## src/rtl/fra_pkg.sv

```systemverilog
// ----------------------------------------------------------------------------
// fra_pkg: shared definitions for the reader/writer admission block
// sizes, codes and the command and status bundles between control and datapath
// ----------------------------------------------------------------------------
package fra_pkg;

  localparam int QUEUE_DEPTH = 16;
  localparam int MAX_READERS = 255;
  localparam int MAX_RESULTS = 16;

  localparam int PTR_W  = $clog2(QUEUE_DEPTH);
  localparam int CNT_W  = $clog2(QUEUE_DEPTH + 1);
  localparam int HOLD_W = $clog2(MAX_READERS + 1) + 1;
  localparam int NRES_W = $clog2(MAX_RESULTS + 1);
  localparam int ID_W   = 8;

  // input modes
  localparam logic [1:0] MODE_SUBMIT   = 2'd0;
  localparam logic [1:0] MODE_COMPLETE = 2'd1;
  localparam logic [1:0] MODE_READY    = 2'd2;

  // result status codes
  localparam logic [1:0] ST_STARTED = 2'd0;
  localparam logic [1:0] ST_QUEUED  = 2'd1;
  localparam logic [1:0] ST_DROPPED = 2'd2;

  typedef struct packed {
    logic capture;
    logic set_ready;
    logic submit;
    logic release_lock;
    logic walk;
  } fra_cmd_t;

  typedef struct packed {
    logic walk_go;
  } fra_stat_t;

endpackage

```

## src/rtl/fra_ctrl.sv

```systemverilog
// ----------------------------------------------------------------------------
// fra_ctrl: admission sequencer
// steps a submit, or a release followed by the walk over the queue head
// ----------------------------------------------------------------------------
module fra_ctrl
  import fra_pkg::*;
(
  input  logic       clk_i,
  input  logic       rst_ni,
  input  logic       start,
  input  logic [1:0] mode_i,
  input  fra_stat_t  stat_i,
  output fra_cmd_t   cmd_o,
  output logic       busy
);

  typedef enum logic [1:0] {
    S_IDLE,
    S_SUBMIT,
    S_RELEASE,
    S_WALK
  } state_e;

  state_e state_q;
  logic   take;

  assign busy = (state_q != S_IDLE);
  assign take = start && (state_q == S_IDLE);

  always_comb begin
    cmd_o              = '0;
    cmd_o.capture      = take;
    cmd_o.set_ready    = take && (mode_i == MODE_READY);
    cmd_o.submit       = (state_q == S_SUBMIT);
    cmd_o.release_lock = (state_q == S_RELEASE);
    cmd_o.walk         = (state_q == S_WALK);
  end

  always_ff @(posedge clk_i or negedge rst_ni) begin
    if (!rst_ni) begin
      state_q <= S_IDLE;
    end else begin
      case (state_q)
        S_IDLE: begin
          if (take) begin
            case (mode_i)
              MODE_SUBMIT:   state_q <= S_SUBMIT;
              MODE_COMPLETE: state_q <= S_RELEASE;
              default:       state_q <= S_IDLE;
            endcase
          end
        end
        S_SUBMIT:  state_q <= S_IDLE;
        S_RELEASE: state_q <= S_WALK;
        S_WALK: begin
          if (!stat_i.walk_go) state_q <= S_IDLE;
        end
        default:   state_q <= S_IDLE;
      endcase
    end
  end

endmodule

```

## src/rtl/fra_dp.sv

```systemverilog
// ----------------------------------------------------------------------------
// fra_dp: admission datapath
// request queue, holder count, ready flag and the registered result port
// ----------------------------------------------------------------------------
module fra_dp
  import fra_pkg::*;
(
  input  logic            clk_i,
  input  logic            rst_ni,
  input  fra_cmd_t        cmd_i,
  input  logic [ID_W-1:0] request_id_i,
  input  logic            is_write_i,
  input  logic            is_load_i,
  input  logic            is_data_i,
  output fra_stat_t       stat_o,
  output logic            strobe_o,
  output logic [ID_W-1:0] grant_id_o,
  output logic [1:0]      status_o,
  output logic            last_o
);

  localparam logic signed [HOLD_W-1:0] HOLD_ZERO = '0;
  localparam logic signed [HOLD_W-1:0] HOLD_ONE  = HOLD_W'(1);
  localparam logic signed [HOLD_W-1:0] HOLD_NEG  = '1;
  localparam logic signed [HOLD_W-1:0] HOLD_MAX  = HOLD_W'(MAX_READERS);
  localparam logic [PTR_W-1:0]         PTR_LAST  = PTR_W'(QUEUE_DEPTH - 1);
  localparam logic [CNT_W-1:0]         CNT_FULL  = CNT_W'(QUEUE_DEPTH);
  localparam logic [NRES_W-1:0]        NRES_MAX  = NRES_W'(MAX_RESULTS);

  // queue storage
  logic [ID_W-1:0] id_mem   [QUEUE_DEPTH];
  logic            wr_mem   [QUEUE_DEPTH];
  logic            data_mem [QUEUE_DEPTH];

  logic [PTR_W-1:0]         head_q, head_d, tail_q, tail_d;
  logic [CNT_W-1:0]         count_q, count_d;
  logic signed [HOLD_W-1:0] holder_q, holder_d;
  logic                     ready_q, ready_d;
  logic [NRES_W-1:0]        nres_q, nres_d;
  logic                     pend_vld_q, pend_vld_d;
  logic [ID_W-1:0]          pend_id_q, pend_id_d;
  logic                     strobe_q, strobe_d;
  logic [ID_W-1:0]          out_id_q, out_id_d;
  logic [1:0]               out_st_q, out_st_d;
  logic                     out_last_q, out_last_d;

  // latched request fields
  logic [ID_W-1:0] req_id_q;
  logic            req_wr_q, req_load_q, req_data_q;

  logic            wr_en;
  logic            head_wr, head_data, reader_ok, start_ok, go;
  logic [ID_W-1:0] head_id;

  assign head_id   = id_mem[head_q];
  assign head_wr   = wr_mem[head_q];
  assign head_data = data_mem[head_q];
  assign reader_ok = (holder_q >= HOLD_ZERO) && (holder_q < HOLD_MAX);

  always_comb begin
    if (ready_q) begin
      start_ok = (count_q == '0) && (req_wr_q ? (holder_q == HOLD_ZERO) : reader_ok);
      go = (count_q != '0) &&
           (head_wr ? (holder_q == HOLD_ZERO) : (reader_ok && (nres_q < NRES_MAX)));
    end else begin
      start_ok = (count_q == '0) && req_load_q;
      go       = (count_q != '0) && !head_data && (nres_q == '0);
    end
  end

  assign stat_o.walk_go = go;

  always_comb begin
    head_d     = head_q;
    tail_d     = tail_q;
    count_d    = count_q;
    holder_d   = holder_q;
    ready_d    = ready_q;
    nres_d     = nres_q;
    pend_vld_d = pend_vld_q;
    pend_id_d  = pend_id_q;
    strobe_d   = 1'b0;
    out_id_d   = out_id_q;
    out_st_d   = out_st_q;
    out_last_d = out_last_q;
    wr_en      = 1'b0;

    if (cmd_i.set_ready) ready_d = 1'b1;

    if (cmd_i.submit) begin
      strobe_d   = 1'b1;
      out_id_d   = req_id_q;
      out_last_d = 1'b1;
      if (start_ok) begin
        out_st_d = ST_STARTED;
        holder_d = (ready_q && !req_wr_q) ? holder_q + HOLD_ONE : HOLD_NEG;
      end else if (count_q == CNT_FULL) begin
        out_st_d = ST_DROPPED;
      end else begin
        out_st_d = ST_QUEUED;
        wr_en    = 1'b1;
        tail_d   = (tail_q == PTR_LAST) ? '0 : tail_q + PTR_W'(1);
        count_d  = count_q + CNT_W'(1);
      end
    end

    if (cmd_i.release_lock) begin
      nres_d     = '0;
      pend_vld_d = 1'b0;
      if (ready_q) holder_d = (holder_q <= HOLD_ZERO) ? HOLD_ZERO : holder_q - HOLD_ONE;
    end

    // one start per cycle, held in the pending register so that the final one carries last
    if (cmd_i.walk) begin
      if (go) begin
        if (pend_vld_q) begin
          strobe_d   = 1'b1;
          out_id_d   = pend_id_q;
          out_st_d   = ST_STARTED;
          out_last_d = 1'b0;
        end
        pend_vld_d = 1'b1;
        pend_id_d  = head_id;
        head_d     = (head_q == PTR_LAST) ? '0 : head_q + PTR_W'(1);
        count_d    = count_q - CNT_W'(1);
        nres_d     = nres_q + NRES_W'(1);
        if (ready_q) holder_d = head_wr ? HOLD_NEG : holder_q + HOLD_ONE;
      end else if (pend_vld_q) begin
        strobe_d   = 1'b1;
        out_id_d   = pend_id_q;
        out_st_d   = ST_STARTED;
        out_last_d = 1'b1;
        pend_vld_d = 1'b0;
      end
    end
  end

  always_ff @(posedge clk_i or negedge rst_ni) begin
    if (!rst_ni) begin
      head_q     <= '0;
      tail_q     <= '0;
      count_q    <= '0;
      holder_q   <= '0;
      ready_q    <= 1'b0;
      nres_q     <= '0;
      pend_vld_q <= 1'b0;
      strobe_q   <= 1'b0;
    end else begin
      head_q     <= head_d;
      tail_q     <= tail_d;
      count_q    <= count_d;
      holder_q   <= holder_d;
      ready_q    <= ready_d;
      nres_q     <= nres_d;
      pend_vld_q <= pend_vld_d;
      strobe_q   <= strobe_d;
    end
  end

  always_ff @(posedge clk_i) begin
    pend_id_q  <= pend_id_d;
    out_id_q   <= out_id_d;
    out_st_q   <= out_st_d;
    out_last_q <= out_last_d;
    if (cmd_i.capture) begin
      req_id_q   <= request_id_i;
      req_wr_q   <= is_write_i;
      req_load_q <= is_load_i;
      req_data_q <= is_data_i;
    end
    if (wr_en) begin
      id_mem[tail_q]   <= req_id_q;
      wr_mem[tail_q]   <= req_wr_q;
      data_mem[tail_q] <= req_data_q;
    end
  end

  assign strobe_o   = strobe_q;
  assign grant_id_o = out_id_q;
  assign status_o   = out_st_q;
  assign last_o     = out_last_q;

endmodule

```

## src/rtl/fifo_reader_writer_admission.sv

```systemverilog
// ----------------------------------------------------------------------------
// fifo_reader_writer_admission: fifo-ordered reader/writer lock admission
// decides when submitted requests to a shared table start, queue or drop
// ----------------------------------------------------------------------------
// A command is taken when start is high and busy is low. A submit is busy for
// its submit step alone and its single result appears on the cycle after that
// step, with busy already low again. A completion is busy for a release step,
// a walk step for each request started from the queue head and a closing walk
// step, with at most 16 starts; each start passes through the pending register
// and then the result register, one a cycle, and the final one, flagged by
// last, appears as busy falls. Make ready gives no result, as does the unused
// mode. The walk over the queue head, one dequeue a cycle, sets the completion
// time. Results last exactly one cycle on strobe_o and cannot be held off; no
// reset sweep is needed.
// ----------------------------------------------------------------------------
module fifo_reader_writer_admission
  import fra_pkg::*;
(
  input  logic            clk_i,
  input  logic            rst_ni,
  input  logic            start,
  output logic            busy,
  input  logic [1:0]      mode_i,
  input  logic [ID_W-1:0] request_id_i,
  input  logic            is_write_i,
  input  logic            is_load_i,
  input  logic            is_data_i,
  output logic            strobe_o,
  output logic [ID_W-1:0] grant_id_o,
  output logic [1:0]      status_o,
  output logic            last_o
);

  fra_cmd_t  cmd;
  fra_stat_t stat;

  // sequencer: which step of the command runs this cycle
  fra_ctrl u_ctrl (
    .clk_i  (clk_i),
    .rst_ni (rst_ni),
    .start  (start),
    .mode_i (mode_i),
    .stat_i (stat),
    .cmd_o  (cmd),
    .busy   (busy)
  );

  // queue, lock state and result register
  fra_dp u_dp (
    .clk_i        (clk_i),
    .rst_ni       (rst_ni),
    .cmd_i        (cmd),
    .request_id_i (request_id_i),
    .is_write_i   (is_write_i),
    .is_load_i    (is_load_i),
    .is_data_i    (is_data_i),
    .stat_o       (stat),
    .strobe_o     (strobe_o),
    .grant_id_o   (grant_id_o),
    .status_o     (status_o),
    .last_o       (last_o)
  );

`ifndef NO_ASSERTIONS
  // a submit transfer raises busy, then yields a closing result
  a_submit_result : assert property (@(posedge clk_i) disable iff (!rst_ni)
    (start && !busy && mode_i == MODE_SUBMIT) |=> busy ##1 (strobe_o && last_o))
    else $error("submit did not produce its result");

  // make ready leaves busy low and gives no result
  a_ready_quiet : assert property (@(posedge clk_i) disable iff (!rst_ni)
    (start && !busy && mode_i == MODE_READY) |=> (!busy && !strobe_o))
    else $error("make ready left the block busy or gave a result");

  // queued and dropped only come from a submit, which always closes
  a_nonstart_last : assert property (@(posedge clk_i) disable iff (!rst_ni)
    (strobe_o && status_o != ST_STARTED) |-> last_o)
    else $error("non-start result without last");
`endif

endmodule

```

## config.mk

```make
export PLATFORM = sky130hd
export DESIGN_NAME = fifo_reader_writer_admission
export DESIGN_NICKNAME = d
export VERILOG_FILES = /design/src/rtl/fra_pkg.sv /design/src/rtl/fra_ctrl.sv /design/src/rtl/fra_dp.sv /design/src/rtl/fifo_reader_writer_admission.sv
export SDC_FILE = /design/constraint.sdc
export NUM_CORES = 1
export LEC_CHECK = 0
export ABC_CLOCK_PERIOD_IN_PS = 6200
export BUFFER_PORTS_ARGS = -buffer_cell sky130_fd_sc_hd__buf_2
export CORE_MARGIN = 5
export CORE_UTILIZATION = 45
export CTS_CLUSTER_DIAMETER = 120
export CTS_CLUSTER_SIZE = 24
export DETAILED_ROUTE_END_ITERATION = 8
export PLACE_DENSITY = 0.59
export SLEW_MARGIN = 20
export SYNTH_ARGS = -nofsm -noshare
export SYNTH_HDL_FRONTEND = slang
export SYNTH_SLANG_ARGS = --single-unit
```

## constraint.sdc

```tcl
create_clock -name clk_i -period 6.2 [get_ports clk_i]
set_input_delay 0.31 -clock clk_i [delete_from_list [all_inputs] [get_ports clk_i]]
set_output_delay 0.31 -clock clk_i [all_outputs]
set_load 0.03 [all_outputs]
```

==> flow_summary.ini, run 1 <==
[run_status]
status = complete, no violations

[setup_path]
crit_path_end_kind = register
r2r_slack_ns = 2.47
path_class = reg -> reg
worst_r2r_path_depth = 8
startpoint_type = register
rr_endpoint = u_dp.holder_q[7]
worstPathArrival_ns = 4.10
rr_startpoint = u_dp.head_q[1]
cp_max_fo = 28
required_ns = 6.57

[sta]
fin_crit_sh_pct = 60.2
fin_hold_ws_ns = 0.0213
layout_setup_ws_ns = 2.47
finalSetupViolations = 0
clock.fmax_mhz = 268
slew_viol_final = 0
finalHoldViolCount = 0
rsz0062_at_grt = no
min_period_ns = 3.73
skew_ns = 0.0255
slew_headroom_pct = 24.2
worst_pin_slew_ns = 1.14
finalSetupTns_ns = 0

[detailed_routing]
wl_per_cell_um = 20.3
drc = 0
dr.pass1.iters = 5
drt-total-wl_um = 18700
viasPerCell = 5.67
drt-initial-drc-count = 388
vias = 5247
ant_nets = 0

[synth]
avgSynthCellArea_um2 = 15.1
synth_cells = 624
ys_seq_area_share_pct = 67.8
synth.area.mux_share_pct = 9.88
synth_edf_count = 179
synth_cell_types = 64
yosys.area_share.simple_pct = 7.70
synth_compound_area_share_pct = 8.91
synth_top_family_by_area = multiplexers
synthesis.area_um2 = 9440
async_flop_share_pct = 14.4
synth_nets = 652
yosys.area_share.adder_pct = 1.59
synth_ff_type = edfxtp_1
synth-xor-area-share_pct = 1.67
ys_seq_elements = 222
synth.yosys.warnings = 0

[power_and_ir_drop]
power_uw = 4510
power_density_nw_per_um2 = 441
peakVddDrop_v = 0.000305
p_leak_uw = 0.00357

[clock_network]
cts.root.buffer_cell = clkbuf_16
cts_resized = 0
clock_path_buffers = 3
cts_tree = yes
cts_buffers = 13
clk-insertion-delay-late_ns = 0.47
post-cts-setup-buffer-count = 0
htreeDepth = 1
cts.sink_count = 222
clkTransAtPathRegs_ns = 0.11

[grt]
grt_max_degree = 45
overflow = 0
grt_pass1_wl_um = 29900
grtUsageTotal_pct = 15.7
grt_pass1_vias = 5261
antenna_found_initial = 0

[worst_hold_path]
min_from = is_load_i
hold_path.class = in -> reg
whs_path_depth = 1
whs_endpoint = u_dp.req_load_q

[placement]
preCtsSetupSlack_ns = 2.55
portBuffers = 28
place_area_um2 = 9830
dp_hpwl_um = 13100
place_congestion = 0.831

[floorplan]
fp.dieW_um = 155
core_area_um2 = 20800
die_h_um = 155
initial_core_util_pct = 45.3
rows = 53
die-area_um2 = 24000
ios = 29

[cells_and_area]
diodes = 0
seqCellArea_um2 = 6400
fin_nets = 672
multi_input_area_um2 = 2810
final_cell_area_um2 = 10200
fillers = 1747
area_growth_pct = 8.39
drive_gt1_share_pct = 12.8

[flow_run]
cap_violations = 0
[worst max-delay path: stages (launching register included)]
cell	delay, ns
dfrtp_1	0.34
buf_4	0.35
and2_1	0.63
a221oi_1	0.23
a22oi_1	0.57
a21boi_1	0.24
o21ai_1	0.79
o221ai_1	0.29
o21a_1	0.18
[kinds of logic (layout without fill, tap and decap cells)]
family,after synthesis,in the layout
mux,64,64
fa+ha+maj,12,12
flops,222,222
simple gates,134,134
buf+inv,54,80
compound gates,120,120
xor+xnor,18,18
[synth_stat cells, types with 4 or more instances]
library cell | number | share of area [%]
edfxtp_1 | 179 | 57
mux2i_1 | 38 | 4.0
nand2_1 | 34 | 1.4
dfrtp_1 | 32 | 8.5
o21ai_0 | 26 | 1.4
mux4_2 | 23 | 5.5
nor2_1 | 23 | 0.91
a21oi_1 | 21 | 1.1
a221oi_1 | 19 | 1.8
clkbuf_1 | 17 | 0.68
inv_1 | 16 | 0.64
and2_1 | 14 | 0.93
xnor2_1 | 14 | 1.3
ha_1 | 12 | 1.6
dfxtp_1 | 11 | 2.3
a22oi_1 | 10 | 0.80
and3_1 | 10 | 0.66
nand3_1 | 10 | 0.53
nand3b_1 | 9 | 0.72
nor3b_1 | 8 | 0.64
buf_1 | 7 | 0.28
nor3_1 | 7 | 0.37
buf_2 | 6 | 0.32
a2bb2oi_1 | 4 | 0.37
a31oi_1 | 4 | 0.27
clkinv_1 | 4 | 0.16
xor2_1 | 4 | 0.37
[worst max-delay path by stage]
| stage | startpoint | to | slack [ns] |
|---|---|---|---|
| after global placement | u_dp.head_q[1] | u_dp.holder_q[7] | 2.66 |
| final | u_dp.head_q[1] | u_dp.holder_q[7] | 2.47 |
| after floorplan | u_dp.holder_q[0] | u_dp.data_mem[4] | 3.12 |
| after global routing | u_dp.head_q[1] | u_dp.holder_q[1] | 2.19 |
| after CTS | u_dp.head_q[1] | u_dp.holder_q[7] | 2.53 |
| after detailed placement | u_dp.head_q[1] | u_dp.holder_q[7] | 2.55 |
[metrics by stage]
| stage | utilization, % | std cells |
|---|---|---|
| finish | 49.1 | 925 |
| global route | 49.1 | 925 |
| CTS | 49.1 | 924 |
| detailed placement | 47.2 | 901 |
| global placement | 47.2 | 901 |
| floorplan | - | 624 |
[layout make-up]
cell class                      count  share of cell area (%)
Clock buffer                       20                    3.44
Inverter                           20                   0.734
Multi-Input combinational cell    348                    27.4
Tap cell                          275                    3.36
Clock inverter                      1                   0.196
Timing Repair Buffer               39                    2.25
Sequential cell                   222                    62.6
[where the power goes]
part / total (µW) / switching [µW] / internal [µW]
sequential: 2180 / 286 / 1890
combinational: 1460 / 856 / 609
clock: 864 / 460 / 404
total: 4510 / 1600 / 2910
[per-layer routing]
| metal | global-route usage (%) | vias up | part of all wire [%] |
|---|---|---|---|
| li1 | - | 2460 | - |
| met1 | 23.5 | 2649 | 48 |
| met2 | 25.1 | 120 | 46 |
| met3 | 2.38 | 18 | 4.7 |
| met4 | 2.69 | 0 | 1.5 |
| met5 | 0 | - | 0 |
[cell usage in the layout (no fill, tap or decap), types with 19 or more instances in the layout]
master | netlist | final
mux4_2 | 23 | 23
a21oi_1 | 21 | 21
nor2_1 | 23 | 23
a221oi_1 | 19 | 19
edfxtp_1 | 179 | 179
dfrtp_1 | 32 | 31
mux2i_1 | 38 | 38
o21ai_0 | 26 | 26
nand2_1 | 34 | 34
buf_2 | 6 | 28
[repair_timing]
| action | CTS | global route |
|---|---|---|
| hold endpoints to repair | 33 | 1 |
| hold buffers | 2 | 1 |
| setup endpoints to repair | 0 | 0 |
[registers in the layout, indices dropped and copies added, names as in the netlist]
name	flops
u_dp.id_mem	128
u_dp.data_mem	16
u_dp.wr_mem	16
u_dp.holder_q	9
u_dp.grant_id_o	8
u_dp.pend_id_q	8
u_dp.req_id_q	8
u_dp.count_q	5
u_dp.nres_q	5
u_dp.head_q	4
u_dp.tail_q	4
u_ctrl.state_q	2
u_dp.status_o	2
u_dp.last_o	1
u_dp.pend_vld_q	1
u_dp.ready_q	1
u_dp.req_data_q	1
u_dp.req_load_q	1
u_dp.req_wr_q	1
u_dp.strobe_o	1
No activity file was read; power rests on OpenSTA's default activity.
==> inputs of run 2 (changes only) <==
Settings changed: ABC_CLOCK_PERIOD_IN_PS 6200 to 3110, PLACE_DENSITY 0.59 to 0.61.
Clock period 6.2 ns to 3.11 ns, I/O delays scaled along.
==> flow_summary.ini, run 2 (same netlist as run 1, synthesis figures left out) <==
[grt]
grt_max_degree = 33
antenna_found_initial = 0
overflow = 0
grt_pass1_wl_um = 32000
grtUsageTotal_pct = 17.1
grt_pass1_vias = 5453

[run_status]
status = complete, no violations

[detailed_routing]
viasPerCell = 5.76
dr.pass1.iters = 5
vias = 5502
ant_nets = 0
drc = 0
wl_per_cell_um = 21.4
drt-initial-drc-count = 471
drt-total-wl_um = 20500

[sta]
finalHoldViolCount = 0
clock.fmax_mhz = 337
worst_pin_slew_ns = 0.796
min_period_ns = 2.97
finalSetupViolations = 0
slew_headroom_pct = 46.9
finalSetupTns_ns = 0
slew_viol_final = 0
fin_crit_sh_pct = 95.5
skew_ns = 0.0389

[clock_network]
clkTransAtPathRegs_ns = 0.10
cts_buffers = 13
clock_path_buffers = 3
clk-insertion-delay-late_ns = 0.49
cts.root.buffer_cell = clkbuf_16
cts.sink_count = 222
htreeDepth = 1
cts_tree = yes

[power_and_ir_drop]
peakVddDrop_v = 0.000342
power_uw = 9210
p_leak_uw = 0.00372
power_density_nw_per_um2 = 876

[placement]
place_area_um2 = 9970
portBuffers = 28
dp_hpwl_um = 13900
place_congestion = 0.816

[setup_path]
r2r_slack_ns = 0.14
rr_endpoint = u_dp.count_q[2]
cp_max_fo = 13
rr_startpoint = u_dp.holder_q[0]
crit_path_end = u_dp.count_q[2]
required_ns = 3.48
worstPathArrival_ns = 3.34
startpoint_type = register
crit_path_start = u_dp.holder_q[0]
worst_r2r_path_depth = 9
crit_path_end_kind = register
path_class = reg -> reg

[flow_run]
cap_violations = 0

[cells_and_area]
diodes = 0
drive_gt1_share_pct = 16.5
final_common_cell = edfxtp_1
reg_top3 = u_dp.id_mem x128, u_dp.data_mem x16, u_dp.wr_mem x16
fin_nets = 701
area_growth_pct = 11.4
top_register = u_dp.id_mem
largest_reg_flops = 128
layout_common_cells = edfxtp_1 (179), mux2i_1 (38), nand2_1 (34)
final_cell_area_um2 = 10500
fin_util_pct = 50.5

[floorplan]
rows = 53
ios = 29
fp.dieW_um = 155
die-area_um2 = 24000
core_area_um2 = 20800
die_h_um = 155
initial_core_util_pct = 45.3

[worst_hold_path]
hold_path.class = in -> reg
[run 2: cell types whose count changed in the layout (fill, tap and decap cells not counted), sizes merged]
cell,delta
dlygate4sd3,+11
inv,+1
buf,+18
[run 2: report_power, final]
part	total (µW)	switching, µW	leakage [µW]	internal, µW
registers	4270	492	0.00211	3780
clock network	1760	952	0.000183	812
logic	3180	1840	0.00143	1340
[run 2: final cells by class]
type / count / area (µm²)
Multi-Input combinational cell: 348 / 2820
Inverter: 20 / 75.1
Fill cell: 1718 / 10300
Clock inverter: 2 / 28.8
Tap cell: 275 / 344
Clock buffer: 20 / 352
Sequential cell: 222 / 6400
Timing Repair Buffer: 68 / 488
[run 2: what timing repair did]
action,CTS,global route
pin swaps,0,0
setup buffers,0,0
hold buffers,14,0
resized for setup,2,8
endpoints found under the hold margin,44,0
setup endpoints to repair,21,161
[run 2: worst min-delay path by stage]
stage | start | end | depth (start not counted)
2_1_floorplan | rst_ni | u_ctrl.state_q[0] | 0
3_3_place_gp | rst_ni | u_dp.holder_q[6] | 1
3_5_place_dp | rst_ni | u_dp.holder_q[7] | 1
4_1_cts | mode_i[0] | u_ctrl.state_q[0] | 4
5_1_grt | mode_i[0] | u_ctrl.state_q[1] | 3
6_report | mode_i[0] | u_ctrl.state_q[0] | 4
[run 2: stage by stage]
step           worst slack, ns  hold slack (ns)  instances
3_3_place_gp             0.114            0.268        919
2_1_floorplan           0.0315           -0.140        624
5_1_grt                -0.0114           0.0786        955
3_5_place_dp           -0.0336            0.284        919
6_report                 0.141           0.0829        955
4_1_cts               0.000834           0.0736        955
[run 2: critical path, stage by stage, from the launching register on]
cell      delay, ns
dfrtp_1        0.44
inv_1          0.11
ha_1           0.19
or3b_1         0.43
nor3_2         0.29
nor3b_1        0.29
a21bo_2        0.29
a31oi_4        0.41
a221oi_1       0.16
a311oi_1       0.28
[run 2: metal layers]
layer	routed length [µm]	track usage, %	vias up
met5	0	0	-
met4	231	2.90	0
met3	1310	2.57	19
met2	9720	27.8	185
met1	9210	25.2	2786
li1	-	-	2512
